===== config.mk =====
export PLATFORM = sky130hd
export DESIGN_NAME = hbp_byte_shifter
export DESIGN_NICKNAME = d
export VERILOG_FILES = /design/src/rtl/core/hbp_pkg.sv /design/src/rtl/core/hbp_byte_shifter.sv
export SDC_FILE = /design/constraint.sdc
export NUM_CORES = 1
export LEC_CHECK = 0
export BUFFER_PORTS_ARGS = -buffer_cell sky130_fd_sc_hd__buf_2
export CAP_MARGIN = 10
export CELL_PAD_IN_SITES_DETAIL_PLACEMENT = 1
export CELL_PAD_IN_SITES_GLOBAL_PLACEMENT = 2
export CORE_MARGIN = 5
export CORE_UTILIZATION = 37
export DETAILED_ROUTE_END_ITERATION = 10
export PLACE_DENSITY_LB_ADDON = 0.2
export SLEW_MARGIN = 20
export SYNTH_ARGS = -nofsm -noshare
export SYNTH_HDL_FRONTEND = slang
export SYNTH_SLANG_ARGS = --single-unit

===== constraint.sdc =====
create_clock -name vclk -period 4.98
set_clock_uncertainty 0.15 [all_clocks]
set_input_delay 0.747 -clock vclk [all_inputs]
set_output_delay 0.747 -clock vclk [all_outputs]
set_load 0.01 [all_outputs]

===== src/rtl/core/hbp_pkg.sv =====
// ----------------------------------------------------------------------------
// Bit packer package
// Widths, request codes, sequencer states and the table write beat type.
// ----------------------------------------------------------------------------
package hbp_pkg;

    localparam int BYTE_BITS    = 8;
    localparam int MAX_CODE_LEN = 32;
    localparam int NUM_SYMBOLS  = 256;

    // Field widths of the item
    localparam int REQ_W    = 2;
    localparam int SYM_IN_W = 8;
    localparam int LEN_W    = 6;
    localparam int CODE_W   = 32;

    // Derived widths
    localparam int SYM_W   = $clog2(NUM_SYMBOLS);
    localparam int CAP_LEN = (MAX_CODE_LEN > CODE_W) ? CODE_W : MAX_CODE_LEN;
    localparam int ACC_W   = CAP_LEN + BYTE_BITS - 1;
    localparam int TOT_W   = $clog2(ACC_W + 1);
    localparam int PEND_W  = BYTE_BITS - 1;
    localparam int CNT_W   = $clog2(BYTE_BITS);

    typedef enum logic [REQ_W-1:0] {
        REQ_LOAD   = 2'd0,
        REQ_ENCODE = 2'd1,
        REQ_FLUSH  = 2'd2
    } t_req;

    typedef enum logic [1:0] {
        ST_IDLE,
        ST_FETCH,
        ST_EMIT,
        ST_FLUSH
    } t_state;

    typedef struct packed {
        logic              en;
        logic [SYM_W-1:0]  addr;
        logic [LEN_W-1:0]  len;
        logic [CODE_W-1:0] bits;
    } t_tbl_wr;

endpackage


===== src/rtl/core/hbp_byte_shifter.sv =====
// ----------------------------------------------------------------------------
// Bit packer byte shifter
// Shared right shifter that picks one byte out of the bit accumulator.
// ----------------------------------------------------------------------------
module hbp_byte_shifter (
    input  logic [hbp_pkg::ACC_W-1:0]     i_data,
    input  logic [hbp_pkg::TOT_W-1:0]     i_amt,
    output logic [hbp_pkg::BYTE_BITS-1:0] o_byte
);
    import hbp_pkg::*;

    logic [ACC_W-1:0] shifted;

    // Drop the bits below the byte and keep the low byte
    assign shifted = i_data >> i_amt;
    assign o_byte  = shifted[BYTE_BITS-1:0];

endmodule


Yosys cells after proc, flatten, opt, wreduce, memory -nomap -nowiden
Index checks and enable logic that the tools add are counted.

word-level totals
  logic and storage cells = 1
  flip-flop bits (word level) = 0
  output and inout port bits = 8

operators by class
  shift operators = 1

operators by type and width
  operator      number
  $shr 39x6->8  1

Longest topological paths before layout
Gate-level depths: netlist of the first run.

  word-level depth = 1
  depth in mapped cells = 7
  gate-level depth less buffers = 4

Worst setup path before layout of the first run
OpenSTA, ideal clock, no wires.

  kind = input to output
  start point = input i_amt[0] (netlist bit)
  end point = output o_byte[0] (netlist bit)
  data arrival time = 2.207 ns
  stages = 5
  slack = 1.876 ns
  buffers on the path = 2
  path through = buf_2 -> buf_2 -> mux2_2 -> o221a_2 -> o32ai_1

between the ends
  word-level cells in the longest chain between the ends = 1

RTL lines
  item                line                    RTL
  start: declaration  hbp_byte_shifter.sv:7   input logic [hbp_pkg::TOT_W-1:0] i_amt,
  $shr 39x6->8        hbp_byte_shifter.sv:15  assign shifted = i_data >> i_amt;
  end: declaration    hbp_byte_shifter.sv:8   output logic [hbp_pkg::BYTE_BITS-1:0] o_byte

Every way passes these cells.

Final worst setup path of the first run
  start point = input i_amt[1] (netlist bit)
  end point = output o_byte[2] (netlist bit)

Same word-level chain as after synthesis.

==> results of run 1 <==
==> logic make-up (layout without fill, tap and decap cells) <==
logic type | after synthesis | after routing
AO/OA/AOI/OAI | 42 | 42
buffers and inverters | 23 | 60
multiplexers | 76 | 76
AND/OR/NAND/NOR | 33 | 33
==> layer usage <==
metal / wire length (um) / share of wire, % / track usage, % / vias up
met5: 0 / 0 / 0 / -
met4: 25 / 0.40 / 0.5068 / 0
met3: 390 / 6.3 / 0.8869 / 2
met2: 3043 / 49 / 32.10 / 75
met1: 2717 / 44 / 29.58 / 939
li1: - / - / - / 832
==> worst min-delay path by stage <==
stage	endpoint	slack, ps	cells past startpoint
floorplan	o_byte[1]	1570	2
global placement	o_byte[7]	1690	3
detailed placement	o_byte[7]	1700	3
CTS	o_byte[7]	1700	3
global route	o_byte[7]	1730	3
finish	o_byte[7]	1710	3
==> synthesized netlist by cell type, types with 3 or more instances <==
cell and count:
mux2i_1 28, nand2_1 6, o22ai_1 4, mux2_2 13, nor2_1 11, mux4_2 34
o32ai_1 4, a221oi_1 8, clkbuf_1 6, buf_2 4, buf_6 3, a21oi_1 4
inv_1 3, o21ai_0 4, a222oi_1 3, buf_4 4, nand2b_1 4
==> final cells by class <==
type               count  share of cell area (%)
inverters              5                  0.8834
well taps             67                   3.946
repair buffers        55                   14.37
multi-input cells    151                   80.80
==> power breakdown <==
part	internal (W)	leakage (nW)	total, W	switching (W)
Sequential	0	0	0	0
Clock	0	0	0	0
Combinational	0.000109	0.855	0.000219	0.000110
==> cell usage in the layout (no fill, tap or decap), types with 4 or more instances in the layout <==
cell	instances
mux2i_1	28
o22ai_1	4
o32ai_1	4
nor2_1	11
o21ai_0	4
a221oi_1	8
a21oi_1	4
nand2_1	6
nand2b_1	4
mux4_2	34
mux2_2	13
buf_2	53
==> through the flow <==
stage,area [sq um],cells
6_report,2125,278
4_1_cts,2125,278
2_1_floorplan,1862,174
3_3_place_gp,2125,278
3_5_place_dp,2125,278
5_1_grt,2125,278
==> worst max-delay path, stage by stage <==
cell and delay [ps]:
buf_2 460, buf_12 300, mux4_2 380, mux2_2 290, a221oi_1 470, o32ai_1 160, buf_2 160
==> reports/results.ini, run 1 <==
[setup_path]
crit_end=o_byte[2]
crit_type=in -> out
worstSetupStartpoint=i_amt[1]
setup.worst_path.end_class=output pin
cp.required_ps=4080
cp.arrival_ps=2970
cp-start-kind=input pin
worstPathMaxFanout=38

[die]
die_area_sq_um=6550
row_count=25
io_pins=53
start_util_pct=38.65
coreArea_sq_um=4817
die_x_um=80.94
die_y_um=80.94

[sta]
setup_viol=0
slew_headroom_pct=59.44
final.setup.tns_ps=0
worst_pin_slew_ps=608.5
post-route-period-util_pct=77.68
timing.hold.ws_ps=1706
post-route-min-period_ps=3869
worst_slack_ps=1111
finalMaxSlewViolations=0
max_freq_ghz=0.2585
hold_viol=0
grt_setup_unrepaired=false

[yosys]
synth_top_family_by_area=multiplexers
yosys.area.top_type=mux4_2
ys_seq_area_share_pct=0
postSynthAreaPerCell_sq_um=10.70
syn_inst=174
muxShareOfSynthArea_pct=64.85
synth_top_area_share_pct=41.13
synth_compound_area_share_pct=18.35
ys.warnings.count=0
synth_area_leaders=mux4_2 (41%), mux2i_1 (15%), mux2_2 (7.9%)
synth-simple-area-share_pct=9.005
synth_fa_ha_area_share_pct=0
syn-num-nets=219
synth_xor_area_share_pct=0
netlist_area_sq_um=1862
ys_types=39

[power]
power.density_nw_per_um2=103.2
p_leak_nw=0.8550
finalPower_w=0.0002192
ir_worst_vdd_uv=65.21

[global_routing]
grt_max_degree=48
grt_pass1_vias=1888
grt-ovfl-total=0
grt_use_total_pct=19.40
antenna_found_initial=0
grt_pass1_wl_mm=10.16

[status]
status=complete, no violations

[placement]
hpwl_mm=5.045
dp_slack_ps=1179
gp_congestion=0.8617
port-buffer-count=53

[final_layout]
regArea_sq_um=0
layout-drive-gt1-share_pct=51.66
final_nets=258
nFlopsAndLatches=0
nClkBuffers=0
antenna_cells=0
utilization_pct=44.10
multi_input_area_sq_um=1717
areaGrowthSynthToFinish_pct=14.11
nFillCells=581

[routing]
drt_iter0_markers=199
drtPass1Iterations=5
vias_per_cell=6.647
wl_per_cell_um=22.22
ant_nets=0
vias=1848
totalWireLength_mm=6.176
drc=0

[clocking]
postCtsSetupRepairBufs=0
cts.repair.resized=0
hold_buffers=0

[min_path]
worstHoldStart=i_amt[5]
holdCritPathClass=in -> out

[flow_run]
maxCapViolations=0

Power figures use the tool's default switching activity.
==> run 2: changes to the inputs <==
- CORE_UTILIZATION: 37 -> 35
- clock period: 4.98 -> 3.8 ns (I/O delays scaled with it)
==> reports/results.ini, run 2 (synthesized netlist as in run 1, its figures left out) <==
[status]
status=complete, no violations

[routing]
totalWireLength_mm=6.632
drt_iter0_markers=195
drtPass1Iterations=4
vias_per_cell=6.561
drc=0
vias=1870
wl_per_cell_um=23.27
ant_nets=0

[final_layout]
nClkBuffers=0
final_cell_mix=buf_2 (53), mux4_2 (34), mux2i_1 (28)
antenna_cells=0
regArea_sq_um=0
final_nets=262
final_common_cell=buf_2
areaGrowthSynthToFinish_pct=15.26
nFillCells=617
nFlopsAndLatches=0
layout-drive-gt1-share_pct=52.56

[global_routing]
globalRouteMet2Util_pct=30.61
use_met1_pct=26.85
grt_use_total_pct=18.52
grt_pass1_vias=1900
top_usage_layer=met2
antenna_found_initial=0
grt_util_met3_pct=1.881
grt-ovfl-total=0
grt_max_degree=29
grt_pass1_wl_mm=10.70

[die]
die_x_um=82.94
io_pins=53
start_util_pct=36.22
die_area_sq_um=6878
row_count=26
die_y_um=82.94
coreArea_sq_um=5140

[sta]
post-route-min-period_ps=3382
grt_setup_unrepaired=false
hold_viol=0
slew_headroom_pct=67.57
timing.hold.ws_ps=1368
worst_pin_slew_ps=486.4
final.setup.tns_ps=0
max_freq_ghz=0.2957
post-route-period-util_pct=88.99
worst_slack_ps=418.2
finalMaxSlewViolations=0
setup_viol=0

[setup_path]
worstPathMaxFanout=16
cp-start-kind=input pin
cp.arrival_ps=2660
crit_type=in -> out
setup.worst_path.end_class=output pin
cp.required_ps=3080

[clocking]
cts.repair.resized=0
hold_buffers=0
postCtsSetupRepairBufs=0

[power]
ir_worst_vdd_uv=58.35
pwr-share-clk_pct=0
p_leak_nw=0.8697
p_int_w=0.0001436
comb_power_share_pct=100.0
power_switching_w=0.0001498
switching_share_pct=51.05
seq_power_share_pct=0
power.density_nw_per_um2=136.7
finalPower_w=0.0002934

[placement]
hpwl_mm=5.508
dp_slack_ps=431.7
port-buffer-count=53
gp_congestion=0.9121

[min_path]
holdCritPathClass=in -> out

[flow_run]
maxCapViolations=0

-- run 2: changes by cell type in the layout (fill, tap and decap cells not counted), sizes merged --
| cell | change |
|---|---|
| buf | +4 |
-- run 2: path summary, 6_finish.rpt --
kind      from         to  slack (ps)  cells after the start
max   i_amt[0]  o_byte[2]         420                      6
min   i_amt[5]  o_byte[7]        1370                      3
-- run 2: per-stage QoR --
step | cell area [sq um] | cells | utilization, %
2_1_floorplan | 1862 | 174 | -
3_3_place_gp | 2146 | 285 | 41.75
3_5_place_dp | 2146 | 285 | 41.75
4_1_cts | 2146 | 285 | 41.75
5_1_grt | 2146 | 285 | 41.75
6_report | 2146 | 285 | 41.75
-- run 2: power by group through the flow --
stage / sequential (W) / combinational [W] / clock, W
after global routing: 0 / 0.000314 / 0
after CTS: 0 / 0.000291 / 0
final: 0 / 0.000293 / 0
after floorplan: 0 / 0.000197 / 0
after detailed placement: 0 / 0.000289 / 0
after global placement: 0 / 0.000283 / 0
-- run 2: routing by layer --
layer,part of all wire [%],vias up
met1,45,950
li1,-,843
met3,5.1,5
met2,49,72
met4,0.83,0
met5,0,-
-- run 2: cell type report --
cell class                 instances  area (sq um)  share of cell area [%]
multi-input combinational        151          1717                   80.00
timing repair buffer              59         322.8                   15.04
tap                               70         87.58                   4.082
inverter                           5         18.77                  0.8746
-- run 2: critical path: stages --
cell and delay (ps):
buf_2 400, mux4_2 620, mux2_2 290, a221oi_1 460, o32ai_1 160, buf_2 160
